### src/design/gsa_pkg.sv
// Shared types, codes and sizes for the grouped sales aggregate filter unit.
// Used by every module of the block but gsa_ram; depends on nothing.
`timescale 1ns / 1ps

package gsa_pkg;

	// table geometry
	localparam int PART_KEY_BITS = 16;
	localparam int KEY_COUNT     = 1 << PART_KEY_BITS;
	localparam int BRAND_DIGITS  = 5;
	localparam int BRAND_BITS    = 5;
	localparam int POS_BITS      = BRAND_BITS + PART_KEY_BITS;
	localparam int CURSOR_BITS   = POS_BITS + 1;

	// field and total widths
	localparam int QTY_IN_BITS   = 16;
	localparam int PRICE_BITS    = 24;
	localparam int REV_IN_BITS   = QTY_IN_BITS + PRICE_BITS;
	localparam int QTY_BITS      = 32;
	localparam int REV_BITS      = 64;
	localparam int TOTAL_BITS    = 48;
	localparam int COUNT_BITS    = 17;
	localparam int THR_BITS      = 4;
	localparam int PROD_BITS     = QTY_BITS + COUNT_BITS;
	localparam int LHS_BITS      = PROD_BITS + 4;
	localparam int RHS_BITS      = TOTAL_BITS + THR_BITS;

	localparam logic [THR_BITS-1:0] THR_RESET = 4'd3;

	// request function codes
	localparam logic [1:0] FUNC_LOAD   = 2'd0;
	localparam logic [1:0] FUNC_ORDER  = 2'd1;
	localparam logic [1:0] FUNC_FINISH = 2'd2;
	localparam logic [1:0] FUNC_REPORT = 2'd3;

	typedef struct packed {
		logic [1:0]             func;
		logic [15:0]            part_key;
		logic [2:0]             brand_major;
		logic [2:0]             brand_minor;
		logic [QTY_IN_BITS-1:0] quantity;
		logic [PRICE_BITS-1:0]  unit_price;
	} req_t;

	typedef struct packed {
		logic [15:0]           result_part_key;
		logic [4:0]            brand_index;
		logic [QTY_BITS-1:0]   part_quantity;
		logic [REV_BITS-1:0]   part_revenue;
		logic [TOTAL_BITS-1:0] grand_quantity;
		logic [COUNT_BITS-1:0] counted_parts;
		logic                  report_done;
	} rsp_t;

	// classified command passed from front to back
	typedef struct packed {
		logic [1:0]               func;
		logic [PART_KEY_BITS-1:0] key;
		logic [BRAND_BITS-1:0]    brand;
		logic [QTY_IN_BITS-1:0]   qty;
		logic [REV_IN_BITS-1:0]   rev;
	} cmd_t;

	// command queue status
	typedef struct packed {
		logic full;
		logic empty;
	} q_status_t;

endpackage

### src/design/gsa_queue.sv
// Two-entry command queue between front and back ends.
// Depends on gsa_pkg for the command and status types.
`timescale 1ns / 1ps

module gsa_queue (
	input  logic               clk,
	input  logic               arst_n,
	input  logic               push,
	input  gsa_pkg::cmd_t      push_cmd,
	input  logic               pop,
	output gsa_pkg::cmd_t      head,
	output gsa_pkg::q_status_t status
);

	gsa_pkg::cmd_t entry_q [2];
	logic          wr_ptr_q;
	logic          rd_ptr_q;
	logic [1:0]    count_q;

	assign head         = entry_q[rd_ptr_q];
	assign status.full  = (count_q == 2'd2);
	assign status.empty = (count_q == 2'd0);

	// pointers and fill level
	always_ff @(posedge clk or negedge arst_n) begin
		if (!arst_n) begin
			wr_ptr_q <= 1'b0;
			rd_ptr_q <= 1'b0;
			count_q  <= 2'd0;
		end else begin
			if (push) begin
				wr_ptr_q <= !wr_ptr_q;
			end
			if (pop) begin
				rd_ptr_q <= !rd_ptr_q;
			end
			if (push && !pop) begin
				count_q <= count_q + 2'd1;
			end else if (pop && !push) begin
				count_q <= count_q - 2'd1;
			end
		end
	end

	always_ff @(posedge clk) begin
		if (push) begin
			entry_q[wr_ptr_q] <= push_cmd;
		end
	end

endmodule

### config.mk
export PLATFORM = sky130hd
export DESIGN_NAME = gsa_queue
export DESIGN_NICKNAME = d
export VERILOG_FILES = /design/src/design/gsa_pkg.sv /design/src/design/gsa_queue.sv
export SDC_FILE = /design/constraint.sdc
export NUM_CORES = 1
export LEC_CHECK = 0
export CAP_MARGIN = 10
export CORE_ASPECT_RATIO = 1.25
export CORE_MARGIN = 2
export CORE_UTILIZATION = 40
export DETAILED_ROUTE_END_ITERATION = 8
export DONT_BUFFER_PORTS = 1
export HOLD_SLACK_MARGIN = 0.02
export SLEW_MARGIN = 20
export SYNTH_ARGS = -nofsm -noshare
export SYNTH_HDL_FRONTEND = slang
export SYNTH_SLANG_ARGS = --single-unit
### constraint.sdc
create_clock -name clk -period 13 [get_ports clk]
set_clock_uncertainty 0.1 [all_clocks]
set_input_delay 0.65 -clock clk [delete_from_list [all_inputs] [get_ports clk]]
set_output_delay 0.65 -clock clk [all_outputs]
set_load 0.05 [all_outputs]
# [After elaboration in Yosys (flattened, before gate mapping)]
# Memories as Yosys holds them, arrays and structs flattened.
# Cells that the tools add are included.
# Widths: inputs -> output; s select.
[op_classes] addsub=2 n_eq_ne=1 mux=4 reduce_logical=8
[ops] op="$logic_not 1->1" count=4
[ops] op="$mux 2" count=2
[ops] op="$add 2x1->2 const B" count=1
[ops] op="$eq 2x2->1 const B" count=1
[ops] op="$logic_and 1x1->1" count=2
[ops] op="$logic_not 2->1" count=1
[ops] op="$mux 1" count=2
[ops] op="$reduce_bool 2->1" count=1
[ops] op="$sub 2x1->2 const B" count=1
[totals] ff_bits=4 ramBits=158 inputBits=83 word_cells=19 n_memories=1
[mem_list] name="entry_q" depth=2 width=79 read_ports=1 rd_ports_with_merged_regs=0 wr=1 line_no="gsa_queue.sv:15" rtl="gsa_pkg::cmd_t entry_q [2];"

# [Depth between registers and ports, before layout]
[depth] depth_word=4 depth_mapped=5

# [Least setup slack after synthesis]
# No wires, ideal clock.
[synth_timing] kind="input -> register" from="input port push" to="memory entry_q[0][0] in the netlist's numbering, enable pin" arrival_time_ns=4.105 slack_ns=8.269 stages=1 path_cell_list="nor2b_1"
[synth_between] elab_chain_cells=2
[synth_rtl] item="start, declared" line_no="gsa_queue.sv:8" rtl="input logic push,"
[synth_rtl] item="$mux 1" line_no="gsa_queue.sv:46" rtl="if (push) begin"
[synth_rtl] item="$mux 1 (implied by the code)" line_no="gsa_queue.sv:47" rtl="entry_q[wr_ptr_q] <= push_cmd;"
[synth_rtl] item="end, declared" line_no="gsa_queue.sv:15"
# No other way between the ends.

==> results_dict.tcl <==
set metrics [dict create \
    status "finished clean" \
    wl_mm 10.04 \
    ys.flop_type "edfxtp_1" \
    path_buf_inv 1 \
    start_util_pct 40.56 \
    worstMarginPinSlew_ns 0.9371 \
    grt_pass1_wl_mm 14.04 \
    vias_per_cell 4.774 \
    fillers 1329 \
    slowest_stage "dfrtp_4" \
    cts_tree "yes" \
    diodes 0 \
    hold_viol 0 \
    grt_max_degree 80 \
    rsz0062_at_grt "no" \
    critical-path-top-delay-family "flip-flops" \
    overflow 0 \
    syn_inst 262 \
    worstPathCellList "buf_4, mux2_4" \
    layout-drive-gt1-share_pct 38.19 \
    ys_async_sr_fraction_pct 2.469 \
    startpoint_type "flop" \
    fin_crit_sh_pct 25.11 \
    syn_to_final_growth_pct 11.22 \
    pin_count 164 \
    ys_seq_elements 162 \
    power_density_nw_per_um2 278.5 \
    yosysTopAreaCell "edfxtp_1" \
    cts.path.max_buffers 2 \
    criticalPathCategory "reg2out" \
    die_area_um2 16750 \
    first_global_vias 2490 \
    clock_latency_ns 0.41 \
    antenna_left 0 \
    cts_num_sinks 162 \
    synth_cell_type_count 12 \
    synth.most_common_cell "edfxtp_1" \
    crit_fanout 43 \
    ys_warn_count 0 \
    worst_slack_ns 9.736 \
    dp_slack_ns 10.12 \
    first_iter_violations 144 \
    nets 360 \
    synth_area_um2 6289 \
    clk_pin_slew_ns 0.06 \
    min_period_ns 3.264 \
    relSlewSlack_pct 37.40 \
    gp_congestion 0.6672 \
    synth_nets 346 \
    drt_pass1_iterations 4 \
    fmax_ghz 0.3063 \
    endpoint_kind "output pin" \
    die_x_um 116.1 \
    synth_area_per_cell_um2 24.00 \
    drv_slew 0 \
    cp.arrival_ns 2.51 \
    dpl.hpwl_mm 6.276 \
    cp.required_ns 12.25 \
    track_usage_pct 12.00 \
    dpl_cell_area_um2 6411 \
    htree_num_levels 4 \
    chipHeight_um 144.2 \
    netlist_top_cells_count "158 x edfxtp_1, 79 x mux2_4, 8 x buf_12" \
    ir_drop_mv 0.1637 \
    wl_per_cell_um 20.08 \
    yosysSeqAreaShare_pct 77.04 \
    hold_class "in2reg" \
    netlist.area_leader.share_pct 75.45 \
    vias 2387 \
    port_buffers 0 \
    core_um2 15510 \
    crit_path_max_incr_delay_ns 0.88 \
    drv_cap 0 \
    p_total_w 0.001948 \
    numCtsBuffers 17 \
    root_buffer "clkbuf_16" \
    grt_antenna_before_repair 3 \
    detail_route.drc_violations 0 \
    power.leakage_nw 2.512 \
    rows 51 \
    yosys-top-cells-area "edfxtp_1 75%, mux2_4 19%, buf_12 2.5%, dfrtp_1 1.6%, xor2_1 0.56%" \
    setup_viol 0 \
    design_area_um2 6994 \
    synth_edf_count 158 \
    finalSetupTns_ns 0 \
]
## routing by layer
| layer | global-route usage [%] | vias to the layer above | routed length, um |
|---|---|---|---|
| met2 | 20.41 | 92 | 5527 |
| met5 | 0 | - | 27 |
| met4 | 5.827 | 4 | 161 |
| li1 | - | 1055 | - |
| met3 | 7.293 | 13 | 990 |
| met1 | 11.31 | 1223 | 3332 |
## what timing repair did
item,CTS,global route
hold buffers,1,0
endpoints found under the hold margin,4,0
buffers inserted,0,0
gates resized for setup,0,0
## state kept, by name, indices dropped and copies added, names as in the netlist
register  flops
count_q       2
entry_q     158
rd_ptr_q      1
wr_ptr_q      1
## per-stage QoR
| stage | hold slack (ns) | std cells | utilization, % |
|---|---|---|---|
| after floorplan | 0.2544 | 262 | - |
| after global placement | 0.2545 | 467 | 41.35 |
| after detailed placement | 0.2545 | 467 | 41.35 |
| after CTS | 0.1935 | 499 | 44.95 |
| after global routing | 0.1960 | 500 | 45.11 |
| final | 0.2157 | 500 | 45.11 |
## report_power, final
group	internal, W	switching [W]	total (W)	leakage [nW]
registers	0.000695	0.0000586	0.000754	1.53
logic	0.000211	0.000521	0.000732	0.724
clock network	0.000277	0.000185	0.000463	0.259
## logic make-up (layout without fill, tap and decap cells)
group	after synthesis	after routing	share of synthesized area, %
flops	162	162	77.04
mux	79	79	18.86
buf+inv	10	36	2.785
xor+xnor	5	5	0.6963
simple gates	5	5	0.4179
fa+ha+maj	1	1	0.1989
## layout make-up
cell class	instances	area [um^2]	share of cell area, %
timing repair buffer	4	48.80	0.6977
clock inverter	13	120.1	1.717
inverter	1	3.754	0.05367
clock buffer	18	429.2	6.136
tap	212	265.3	3.792
multi-input combinational	90	1279	18.28
sequential	162	4848	69.32
## worst reg2reg max path, cell delays in order (launching register included)
cell	delay, ns
dfrtp_1	0.42
and2_4	0.52
buf_12	0.32
## path summary, 6_finish.rpt
kind                                        start                       end  slack (ns)  cells past startpoint
hold / removal                               push      wr_ptr_q$_DFFE_PN0P_        0.22                      1
max in group asynchronous                  arst_n      rd_ptr_q$_DFFE_PN0P_       12.21                      1
setup / recovery             rd_ptr_q$_DFFE_PN0P_                  head[60]        9.74                      2
min in group asynchronous                  arst_n    count_q[1]$_DFFE_PN0P_        0.40                      1
hold reg to reg            count_q[1]$_DFFE_PN0P_    count_q[1]$_DFFE_PN0P_        0.40                      1
setup reg to reg             wr_ptr_q$_DFFE_PN0P_  entry_q[1][26]$_DFFE_PP_       11.28                      2
## layout by cell type (no fill, tap or decap), types with 2 or more instances in the layout
cell	instances
edfxtp_1	158
mux2_4	79
clkbuf_16	17
clkinv_1	5
xor2_1	4
clkinvlp_4	3
dfrtp_1	3
nor2_1	2
clkinv_2	2
bufinv_16	2
Note: power is estimated with default switching activity, not from simulation.
