File: src/design/gsa_pkg.sv
// Shared types, codes and sizes for the grouped sales aggregate filter unit.
// Used by every module of the block but gsa_ram; depends on nothing.
`timescale 1ns / 1ps

package gsa_pkg;

	// table geometry
	localparam int PART_KEY_BITS = 16;
	localparam int KEY_COUNT     = 1 << PART_KEY_BITS;
	localparam int BRAND_DIGITS  = 5;
	localparam int BRAND_BITS    = 5;
	localparam int POS_BITS      = BRAND_BITS + PART_KEY_BITS;
	localparam int CURSOR_BITS   = POS_BITS + 1;

	// field and total widths
	localparam int QTY_IN_BITS   = 16;
	localparam int PRICE_BITS    = 24;
	localparam int REV_IN_BITS   = QTY_IN_BITS + PRICE_BITS;
	localparam int QTY_BITS      = 32;
	localparam int REV_BITS      = 64;
	localparam int TOTAL_BITS    = 48;
	localparam int COUNT_BITS    = 17;
	localparam int THR_BITS      = 4;
	localparam int PROD_BITS     = QTY_BITS + COUNT_BITS;
	localparam int LHS_BITS      = PROD_BITS + 4;
	localparam int RHS_BITS      = TOTAL_BITS + THR_BITS;

	localparam logic [THR_BITS-1:0] THR_RESET = 4'd3;

	// request function codes
	localparam logic [1:0] FUNC_LOAD   = 2'd0;
	localparam logic [1:0] FUNC_ORDER  = 2'd1;
	localparam logic [1:0] FUNC_FINISH = 2'd2;
	localparam logic [1:0] FUNC_REPORT = 2'd3;

	typedef struct packed {
		logic [1:0]             func;
		logic [15:0]            part_key;
		logic [2:0]             brand_major;
		logic [2:0]             brand_minor;
		logic [QTY_IN_BITS-1:0] quantity;
		logic [PRICE_BITS-1:0]  unit_price;
	} req_t;

	typedef struct packed {
		logic [15:0]           result_part_key;
		logic [4:0]            brand_index;
		logic [QTY_BITS-1:0]   part_quantity;
		logic [REV_BITS-1:0]   part_revenue;
		logic [TOTAL_BITS-1:0] grand_quantity;
		logic [COUNT_BITS-1:0] counted_parts;
		logic                  report_done;
	} rsp_t;

	// classified command passed from front to back
	typedef struct packed {
		logic [1:0]               func;
		logic [PART_KEY_BITS-1:0] key;
		logic [BRAND_BITS-1:0]    brand;
		logic [QTY_IN_BITS-1:0]   qty;
		logic [REV_IN_BITS-1:0]   rev;
	} cmd_t;

	// command queue status
	typedef struct packed {
		logic full;
		logic empty;
	} q_status_t;

endpackage

File: src/design/gsa_front.sv
// Front end: takes requests, checks load digits, forms brand index and revenue.
// Depends on gsa_pkg; feeds gsa_queue.
`timescale 1ns / 1ps

module gsa_front (
	input  logic                  clk,
	input  logic                  arst_n,
	input  logic                  hold,
	input  logic                  req_valid,
	output logic                  req_stall,
	input  gsa_pkg::req_t         req_data,
	input  gsa_pkg::q_status_t    q_status,
	output logic                  push,
	output gsa_pkg::cmd_t         push_cmd
);

	logic          valid_s1;
	gsa_pkg::req_t data_s1;
	logic          digits_ok;
	logic          useful;
	logic          retire;
	logic [5:0]    brand_wide;

	// a load with a digit out of range is dropped here
	assign digits_ok = (data_s1.brand_major != 3'd0)
		&& (data_s1.brand_major <= 3'(gsa_pkg::BRAND_DIGITS))
		&& (data_s1.brand_minor != 3'd0)
		&& (data_s1.brand_minor <= 3'(gsa_pkg::BRAND_DIGITS));
	assign useful = (data_s1.func != gsa_pkg::FUNC_LOAD) || digits_ok;

	assign retire    = valid_s1 && (!useful || !q_status.full);
	assign push      = valid_s1 && useful && !q_status.full;
	assign req_stall = hold || (valid_s1 && !retire);

	// brand index and line revenue
	assign brand_wide = ({3'b0, data_s1.brand_major} - 6'd1) * 6'(gsa_pkg::BRAND_DIGITS)
		+ ({3'b0, data_s1.brand_minor} - 6'd1);

	always_comb begin
		push_cmd.func  = data_s1.func;
		push_cmd.key   = data_s1.part_key[gsa_pkg::PART_KEY_BITS-1:0];
		push_cmd.brand = brand_wide[gsa_pkg::BRAND_BITS-1:0];
		push_cmd.qty   = data_s1.quantity;
		push_cmd.rev   = gsa_pkg::REV_IN_BITS'(data_s1.quantity)
			* gsa_pkg::REV_IN_BITS'(data_s1.unit_price);
	end

	// input stage
	always_ff @(posedge clk or negedge arst_n) begin
		if (!arst_n) begin
			valid_s1 <= 1'b0;
		end else if (req_valid && !req_stall) begin
			valid_s1 <= 1'b1;
		end else if (retire) begin
			valid_s1 <= 1'b0;
		end
	end

	always_ff @(posedge clk) begin
		if (req_valid && !req_stall) begin
			data_s1 <= req_data;
		end
	end

endmodule

File: config.mk
export PLATFORM = sky130hd
export DESIGN_NAME = gsa_front
export DESIGN_NICKNAME = d
export VERILOG_FILES = /design/src/design/gsa_pkg.sv /design/src/design/gsa_front.sv
export SDC_FILE = /design/constraint.sdc
export NUM_CORES = 1
export LEC_CHECK = 0
export ABC_AREA = 1
export BUFFER_PORTS_ARGS = -buffer_cell sky130_fd_sc_hd__buf_2
export CAP_MARGIN = 25
export CORE_UTILIZATION = 39
export DETAILED_ROUTE_END_ITERATION = 10
export MAX_ROUTING_LAYER = met4
export SYNTH_ARGS = -nofsm -noshare
export SYNTH_HDL_FRONTEND = slang
export SYNTH_SLANG_ARGS = --single-unit
File: constraint.sdc
create_clock -name clk -period 7.1 [get_ports clk]
set_input_delay 0.71 -clock clk [delete_from_list [all_inputs] [get_ports clk]]
set_output_delay 0.71 -clock clk [all_outputs]
set_load 0.05 [all_outputs]
* After elaboration in Yosys (flattened, before gate mapping)
Cells that the tools add are included.
** Word-level totals
- Flip-flop bits (word level) :: 65
- Word-level logic and storage cells :: 35
- Output and inout bits :: 81
** Cells by class
- Multipliers :: 2
- Magnitude comparators :: 2
- Reduce and logical (&&, ||, !) cells :: 19
- $add $sub $neg :: 3
- Muxes and demuxes :: 2
** Operator list (count)
- 16-bit by 24-bit multiplier with 40-bit output :: 1
- 1-bit logical AND :: 8
- 3-bit by 1-bit subtractor with 4-bit output, second input constant :: 2
- 3-bit <= comparator, second input constant :: 2
- 3-bit nonzero test :: 2
- 5-bit adder :: 1
- 4-bit by 4-bit multiplier with 5-bit output, second input constant :: 1
- 1-bit zero test :: 4
- 2-bit nonzero test :: 2
- 1-bit logical OR :: 3
- 1-bit two-way mux :: 2

* Logic depth before layout (Yosys ltp)
Gate-level depths: netlist (run 1).
- Depth in word-level cells :: 14
- Gate-level depth with buffers :: 29
- Gate-level depth less buffers :: 27

* Least setup slack after synthesis (run 1)
OpenSTA, ideal clock, no wires.
- Path kind :: reg2out
- Start point :: reg data_s1[14] (netlist bit)
- End point :: out push_cmd[20] (netlist bit)
- Path slack :: 619 ps
- Arrival :: 5771 ps
- Stages on the path, launching flop included :: 23
- Buffers on the path :: 2
- Path through :: edfxtp_1 clkbuf_1 clkbuf_1 nand2_1 fa_1 inv_1 fa_1 inv_1 fa_1 inv_1 fa_1 fa_1 inv_1 fa_1 inv_1 ha_1 nand2_1 inv_1 a21oi_1 nor2_1 nor2_1 nand2_2 xor2_1
** RTL lines
- start: declaration :: line gsa_front.sv:18 : gsa_pkg::req_t data_s1;
- start signal: assignment :: line gsa_front.sv:61 : data_s1 <= req_data;
- end: declaration :: line gsa_front.sv:14 : output gsa_pkg::cmd_t push_cmd

==> results of run 1 <==
-- worst max-delay path by stage --
| stage | from | endpoint | slack, ns | cells past startpoint |
|---|---|---|---|---|
| 2_1_floorplan | data_s1[14]$_DFFE_PP_ | push_cmd[20] | 0.62 | 22 |
| 3_3_place_gp | push_cmd[42]$_DFFE_PP_ | push_cmd[39] | 0.43 | 24 |
| 3_5_place_dp | push_cmd[42]$_DFFE_PP_ | push_cmd[39] | 0.39 | 24 |
| 4_1_cts | push_cmd[50]$_DFFE_PP_ | push_cmd[35] | 0.009 | 26 |
| 5_1_grt | push_cmd[44]$_DFFE_PP_ | push_cmd[31] | -0.01 | 26 |
| 6_report | push_cmd[44]$_DFFE_PP_ | push_cmd[35] | 0.24 | 26 |
-- flip-flops by register name, indices dropped and copies added (netlist names) --
signal,count
push_cmd,34
data_s1,30
valid_s1,1
-- synth_stat cells, drive strengths merged --
cell      n
dfrtp     1
nand3    31
clkbuf   80
a21boi    1
buf      34
nor2     55
nor4      2
xor2     24
inv     620
o21ai    17
a21o      2
a21oi    36
o21bai    4
nand3b    2
nor3      8
xnor2     5
fa      308
o211ai    1
ha      124
a31oi     1
nand2   608
and2      1
edfxtp   64
-- cells by family after synthesis --
logic type               after synthesis
flip-flops                            65
buffers and inverters                734
adder cells (fa/ha/maj)              432
AND/OR/NAND/NOR                      707
XOR/XNOR                              29
AO/OA/AOI/OAI                         62
-- layer usage --
metal | GRT usage | up-vias | wire length (µm)
li1 | - | 5977 | -
met1 | 0.291 | 6158 | 18700
met2 | 0.343 | 278 | 19300
met3 | 0.0271 | 35 | 1860
met4 | 0.0496 | 0 | 569
met5 | - | - | 0
-- cell type report --
type / count / area [µm²]
fillers: 3977 / 21800
multi-input cells: 1230 / 11100
inverters: 620 / 2330
flip-flops and latches: 65 / 1950
repair buffers: 252 / 1860
well taps: 525 / 657
clock buffers: 9 / 225
clock inverters: 7 / 77.6
-- worst register-to-register path, stage by stage, from the launching register on --
cell and delay [ns]:
edfxtp_1 0.38, inv_1 0.15, ha_1 0.17, o21ai_0 0.11, o211ai_1 0.14, nand2_1 0.11, nand3_1 0.10, nand2_1 0.11
nor2_4 0.09, buf_4 0.72
-- cells in the final DEF (no fill, tap or decap), drive strengths merged, types with 2 or more instances in the layout --
master / Yosys / layout
ha: 124 / 124
a21oi: 36 / 36
clkbuf: 80 / 15
xnor2: 5 / 5
nand3: 31 / 31
fa: 308 / 308
nor3: 8 / 8
inv: 620 / 622
edfxtp: 64 / 64
nand2: 608 / 608
nor4: 2 / 2
o21bai: 4 / 4
buf: 34 / 246
a21o: 2 / 2
nor2: 55 / 55
xor2: 24 / 24
nand3b: 2 / 2
clkinv: 0 / 4
o21ai: 17 / 17
-- metrics by stage --
| stage | hold slack [ns] | setup TNS, ns | instance area (µm²) |
|---|---|---|---|
| floorplan | 0.414 | 0 | 15900 |
| detailed placement | 0.485 | 0 | 17000 |
| finish | 0.104 | 0 | 18200 |
| global route | 0.0864 | -0.0833 | 18200 |
| CTS | 0.0794 | 0 | 17500 |
| global placement | 0.486 | 0 | 17000 |
-- timing repair --
action | CTS | global route
setup buffers | 13 | 53
hold endpoints to repair | 0 | 0
setup endpoints to repair | 3 | 26
resized for setup | 0 | 14
==> results.py, run 1 <==
metrics = {
    "floorplan": {
        "die_area_um2": 41600,
        "num_rows": 73,
        "core-area_um2": 40000,
        "dieWidth_um": 204,
        "start_util": 0.398,
        "io_pins": 151,
        "die_h_um": 204,
    },
    "timing": {
        "min_period_ns": 6.86,
        "period_share": 0.967,
        "finalHoldViolations": 0,
        "finalMaxSlewViolations": 0,
        "finClkSkew_ns": 0.00879,
        "tightestPinTransition_ns": 1.02,
        "max_freq_ghz": 0.146,
        "setup_viol_count_final": 0,
        "slew_headroom": 0.323,
        "setup_ws_ns": 0.237,
    },
    "final_layout": {
        "stdcell_count": 2708,
        "syn_to_final_growth_pct": 14.3,
        "nets": 2680,
        "drive_gt1_frac": 0.132,
        "fin_util": 0.455,
        "antenna_cells": 0,
    },
    "drt": {
        "drtIter0Drc": 754,
        "vias_per_cell": 4.60,
        "wl_per_cell_um": 14.9,
        "drt_pass1_iterations": 5,
        "wirelength_mm": 40.4,
        "via_count": 12400,
        "drc": 0,
        "ant_nets": 0,
    },
    "worst_setup_path": {
        "worstReg2RegEnd": "data_s1[10]$_DFFE_PP_",
        "worstPathRequired_ns": 6.39,
        "critPathSlowestCell": "fa_1",
        "crit_top_cell": "nand2_1",
        "worstSetupPathType": "reg2out",
        "critPathArrivalTime_ns": 6.15,
        "cp_top_family": "adder cells",
        "end_kind": "primary output",
        "worstPathMaxFanout": 12,
        "reg2reg_from": "data_s1[43]$_DFFE_PP_",
        "reg2reg_slack_ns": 4.58,
        "max_stage_delay_ns": 0.55,
        "cp-start-kind": "flop",
        "rr_worst_depth": 9,
        "worst-path-buf-inv": 9,
    },
    "global_routing": {
        "grt_overflow_total": 0,
        "grt_start_max_net_pins": 65,
        "grt_pass1_vias": 13000,
        "grt_pass1_wl_mm": 67.3,
        "antenna_found_initial": 0,
        "gr-usage-all-layers": 0.215,
    },
    "job": {
        "drv_cap": 0,
    },
    "yosys": {
        "synth_area_leader_cell": "fa_1",
        "yosysUniqueCellTypes": 27,
        "synth_area_leaders": "fa_1, inv_1, nand2_1",
        "synth_xor_area_frac": 0.0160,
        "netlist.area_leader.share": 0.387,
        "postSynthCellCount": 2029,
        "ys_seq_elements": 65,
        "yosys.area_share.simple": 0.175,
        "muxShareOfSynthArea": 0,
        "syn_area_um2": 15900,
        "synth_nets": 2531,
        "synth_compound_area_frac": 0.0211,
        "synthAdderAreaFrac": 0.485,
        "synth_top_family_by_area": "adder cells",
        "ys_seq_area_frac": 0.122,
        "ys_warn_count": 0,
        "avgSynthCellArea_um2": 7.84,
    },
    "clock_network": {
        "cts_num_sinks": 65,
        "root_buffer": "clkbuf_16",
        "cts_hold_buf": 0,
        "tritoncts": "yes",
        "cts_inserted_buffers": 9,
        "cts.clk_slew.worst_paths_ns": 0.06,
        "clk_path_buf_depth": 2,
        "htree_levels": 3,
        "insertion_delay_ns": 0.37,
    },
    "run_status": {
        "outcome": "finished clean",
    },
    "placed_design": {
        "gp_congestion": 0.887,
        "numPortBuffers": 149,
        "dpl.cell_count": 2626,
        "dpl.hpwl_mm": 34.1,
        "dp_slack_ns": 0.391,
    },
    "min_path": {
        "hold_path_class": "in2async",
    },
}
Power of run 1 is not shown: default switching activity piles up to over one toggle a cycle in this logic, so the estimate is an artifact.
==> inputs of run 2 (changes only) <==
BUFFER_PORTS_ARGS = not set   (was -buffer_cell sky130_fd_sc_hd__buf_2)
DONT_BUFFER_PORTS = 1   (was not set)
==> run 2 against run 1 <==
- critical path depth decreased by 2
- core utilization is 0.67 points lower
- first-iteration DRC count up 18%
- worst setup slack gained 0.022 ns
- cell area is 1.5% lower
- largest cell class unchanged
- global-route usage decreased by 0.051 points
- maximum frequency increased by 0.32%
- non-clock buffer count is 101 lower
==> results.py, run 2 (synthesized netlist as in run 1, its figures left out) <==
metrics = {
    "worst_setup_path": {
        "worstReg2RegEnd": "data_s1[20]$_DFFE_PP_",
        "worstPathRequired_ns": 6.39,
        "cp-start-kind": "flop",
        "worstPathCellList": "buf_4 > nand2_1 > inv_1 > fa_1 > inv_1 > fa_1 > fa_1 > inv_1 > fa_1 > fa_1 > inv_1 > fa_1 > inv_1 > ha_1 > nand2_2 > nor2_2 > nand2_1 > nand3b_1 > nand3_2 > nand2_1 > nand2_1 > nand2_1 > nand2_1 > buf_12",
        "critPathArrivalTime_ns": 6.13,
        "cp_top_family": "adder cells",
        "critPathSlowestCell": "edfxtp_1",
        "reg2reg_slack_ns": 4.32,
        "max_stage_delay_ns": 0.61,
        "end_kind": "primary output",
        "worstSetupPathType": "reg2out",
        "cp-startpoint": "data_s1[7]$_DFFE_PP_",
        "worstPathMaxFanout": 10,
        "reg2reg_from": "data_s1[43]$_DFFE_PP_",
        "worst-path-buf-inv": 7,
        "rr_worst_depth": 9,
    },
    "global_routing": {
        "grt_start_max_net_pins": 65,
        "grt_overflow_total": 0,
        "grt_pass1_vias": 12700,
        "antenna_found_initial": 4,
        "grt_pass1_wl_mm": 66.8,
        "gr-usage-all-layers": 0.214,
    },
    "timing": {
        "setup_viol_count_final": 0,
        "slew_headroom": 0.258,
        "setup_ws_ns": 0.259,
        "period_share": 0.963,
        "tightestPinTransition_ns": 1.11,
        "finalHoldViolations": 0,
        "max_freq_ghz": 0.146,
        "finalMaxSlewViolations": 0,
        "min_period_ns": 6.84,
        "finClkSkew_ns": 0.00736,
    },
    "final_layout": {
        "largest_register_ffs": 34,
        "final_common_cell": "inv_1",
        "fillerInstances": 3987,
        "drive_gt1_frac": 0.0894,
        "final_cell_mix": "inv_1, nand2_1, fa_1",
        "syn_to_final_growth_pct": 12.6,
        "stdcell_count": 2610,
        "nets": 2579,
    },
    "clock_network": {
        "cts_num_sinks": 65,
        "htree_levels": 3,
        "cts_hold_buf": 0,
        "clk_path_buf_depth": 2,
        "insertion_delay_ns": 0.37,
        "tritoncts": "yes",
        "cts.clk_slew.worst_paths_ns": 0.06,
        "root_buffer": "clkbuf_16",
        "cts_inserted_buffers": 9,
    },
    "placed_design": {
        "dp_slack_ns": 0.475,
        "dpl.hpwl_mm": 34.7,
        "numPortBuffers": 0,
        "dpl.cell_count": 2535,
        "gp_congestion": 0.912,
    },
    "floorplan": {
        "start_util": 0.398,
        "die_h_um": 204,
        "core-area_um2": 40000,
        "io_pins": 151,
        "dieWidth_um": 204,
        "die_area_um2": 41600,
        "num_rows": 73,
    },
    "drt": {
        "wl_per_cell_um": 15.6,
        "wirelength_mm": 40.8,
        "vias_per_cell": 4.68,
        "drtIter0Drc": 892,
        "ant_nets": 0,
        "via_count": 12200,
        "drt_pass1_iterations": 5,
        "drc": 0,
    },
    "run_status": {
        "outcome": "finished clean",
    },
    "min_path": {
        "hold_path_class": "in2async",
    },
    "job": {
        "drv_cap": 0,
    },
}
[run 2: cell count changes in the layout (fill, tap and decap cells not counted), moves of 2 or more]
cell and change:
buf_4 +34, clkbuf_4 -6, buf_12 +14, clkinv_4 -2
buf_6 -2, buf_2 -141, diode_2 +4, clkinvlp_4 +3
[run 2: metal layers]
metal / global-route usage / wire length, µm / vias up
met4: 0.0501 / 707 / 0
li1: - / - / 5781
met1: 0.281 / 18100 / 6081
met5: - / 0 / -
met3: 0.0383 / 2460 / 45
met2: 0.343 / 19500 / 304
[run 2: worst max path at each step]
| stage | endpoint | slack, ns | depth (start not counted) |
|---|---|---|---|
| after floorplan | push_cmd[20] | 0.62 | 22 |
| after global placement | push_cmd[39] | 0.49 | 22 |
| after detailed placement | push_cmd[39] | 0.48 | 22 |
| after CTS | push_cmd[39] | 0.02 | 22 |
| after global routing | push_cmd[35] | -0.03 | 26 |
| final | push_cmd[30] | 0.26 | 24 |
[run 2: final cells by class]
cell class	count	area, µm²	share of cell area
Inverter	620	2330	0.130
Multi-Input combinational cell	1230	11100	0.619
Tap cell	525	657	0.0366
Clock inverter	6	45.0	0.00251
Antenna cell	4	10.0	0.000558
Clock buffer	9	225	0.0126
Timing Repair Buffer	151	1620	0.0905
Sequential cell	65	1950	0.109
[run 2: repair_timing]
action	CTS	global route
setup buffers	0	56
endpoints found under the hold margin	0	0
setup endpoints to repair	0	26
resized for setup	0	0
[run 2: per-stage QoR]
stage          instance area (µm²)  TNS, ns   util  hold WS (ns)
5_1_grt                      17900  -0.0338  0.448        0.0200
3_3_place_gp                 16900        0  0.423         0.414
4_1_cts                      17200        0  0.430        0.0151
2_1_floorplan                15900        0      -         0.414
3_5_place_dp                 16900        0  0.423         0.414
6_report                     17900        0  0.448        0.0356
Power of run 2 is left out for the same reason.
==> inputs of run 3 (changes only) <==
CTS_BUF_LIST = sky130_fd_sc_hd__clkbuf_8   (was not set)
==> run 3 against run 2 <==
- count of clock-buffer cells in the layout is the same
- via count rose by 0.17%
- cell count rose by 0.19%
==> results.py, run 3 (synthesized netlist as in run 1, its figures left out) <==
metrics = {
    "final_layout": {
        "seq_area_um2": 1950,
        "stdcell_count": 2615,
        "largest_register_ffs": 34,
        "nets": 2584,
        "multi_input_area_um2": 11100,
        "final_cell_mix": "inv_1, nand2_1, fa_1",
        "final_common_cell": "inv_1",
        "syn_to_final_growth_pct": 12.5,
        "drive_gt1_frac": 0.0935,
        "fillerInstances": 3998,
    },
    "timing": {
        "setup_viol_count_final": 0,
        "min_period_ns": 6.83,
        "tightestPinTransition_ns": 1.12,
        "period_share": 0.962,
        "finClkSkew_ns": 0.0115,
        "finalMaxSlewViolations": 0,
        "max_freq_ghz": 0.146,
        "finalHoldViolations": 0,
        "slew_headroom": 0.254,
    },
    "global_routing": {
        "grt_start_max_net_pins": 65,
        "grt_overflow_total": 0,
        "gr-usage-all-layers": 0.215,
        "grt_pass1_vias": 12700,
        "grt_pass1_wl_mm": 66.9,
        "antenna_found_initial": 4,
    },
    "floorplan": {
        "die_h_um": 204,
        "core-area_um2": 40000,
        "die_area_um2": 41600,
        "num_rows": 73,
        "dieWidth_um": 204,
        "start_util": 0.398,
        "io_pins": 151,
    },
    "worst_setup_path": {
        "reg2reg_from": "data_s1[43]$_DFFE_PP_",
        "worstPathRequired_ns": 6.39,
        "critPathArrivalTime_ns": 6.12,
        "crit_path_end": "push_cmd[30]",
        "cp-startpoint": "push_cmd[44]$_DFFE_PP_",
        "reg2reg_slack_ns": 4.32,
        "worstSetupPathType": "reg2out",
        "rr_worst_depth": 9,
        "worstPathMaxFanout": 13,
        "critPathSlowestCell": "fa_1",
        "max_stage_delay_ns": 0.53,
        "cp-start-kind": "flop",
        "worstReg2RegEnd": "data_s1[18]$_DFFE_PP_",
        "end_kind": "primary output",
    },
    "run_status": {
        "outcome": "finished clean",
    },
    "drt": {
        "via_count": 12200,
        "drt_pass1_iterations": 5,
        "wirelength_mm": 41.0,
        "wl_per_cell_um": 15.7,
        "ant_nets": 0,
        "drc": 0,
        "drtIter0Drc": 808,
        "vias_per_cell": 4.68,
    },
    "min_path": {
        "hold_path_class": "in2reg",
    },
    "clock_network": {
        "cts_inserted_buffers": 9,
        "htree_levels": 3,
        "tritoncts": "yes",
        "root_buffer": "clkbuf_8",
        "clk_path_buf_depth": 2,
        "insertion_delay_ns": 0.41,
        "cts_num_sinks": 65,
        "cts.clk_slew.worst_paths_ns": 0.09,
    },
    "placed_design": {
        "dpl.cell_count": 2535,
        "dpl.hpwl_mm": 34.7,
        "gp_congestion": 0.912,
        "numPortBuffers": 0,
    },
    "job": {
        "drv_cap": 0,
    },
}
==> run 3: cell count changes in the layout (fill, tap and decap cells not counted), sizes merged <==
cell / change
buf: +4
dlygate4sd3: +1
==> run 3: stage by stage <==
step | TNS, ns | worst slack, ns | util | instance area [µm²] | hold WS (ns)
after global placement | 0 | 0.485 | 0.423 | 16900 | 0.414
after detailed placement | 0 | 0.475 | 0.423 | 16900 | 0.414
after floorplan | 0 | 0.619 | - | 15900 | 0.414
final | 0 | 0.268 | 0.447 | 17900 | 0.389
after global routing | -0.0464 | -0.0223 | 0.447 | 17900 | 0.358
after CTS | 0 | 0.00158 | 0.430 | 17200 | 0.353
==> run 3: critical path, delay by kind of cell, from the launching register on <==
family / cells / cell delay [ns]
buffers and inverters: 9 / 0.81
adders and majority gates: 7 / 3.40
and+or+nand+nor: 10 / 1.06
DFF: 1 / 0.43
==> run 3: metal layers <==
layer,share of wire,track usage,up-vias
met5,0,-,-
met4,0.017,0.0512,0
met3,0.068,0.0392,34
met2,0.48,0.343,343
met1,0.44,0.283,6070
li1,-,-,5785
==> run 3: layout make-up <==
cell class | instances | area share
tap | 525 | 0.0367
antenna | 4 | 0.000559
clock inverter | 6 | 0.00252
inverter | 620 | 0.130
timing repair buffer | 156 | 0.0935
sequential | 65 | 0.109
clock buffer | 9 | 0.00692
multi-input combinational | 1230 | 0.621
==> run 3: what timing repair did <==
action / CTS / global route
hold endpoints to repair: 1 / 0
setup endpoints to repair: 6 / 26
setup buffers: 6 / 54
gates resized for setup: 0 / 6
pin swaps: 0 / 0
hold buffers: 1 / 0
gates cloned: 0 / 0
==> run 3: worst min path at each step <==
stage,to,cells past startpoint,from
2_1_floorplan,valid_s1$_DFFE_PN0P_,0,arst_n
3_3_place_gp,valid_s1$_DFFE_PN0P_,0,arst_n
3_5_place_dp,valid_s1$_DFFE_PN0P_,0,arst_n
4_1_cts,data_s1[22]$_DFFE_PP_,0,req_data[22]
5_1_grt,data_s1[22]$_DFFE_PP_,0,req_data[22]
6_report,data_s1[22]$_DFFE_PP_,0,req_data[22]
Power of run 3 is left out for the same reason.
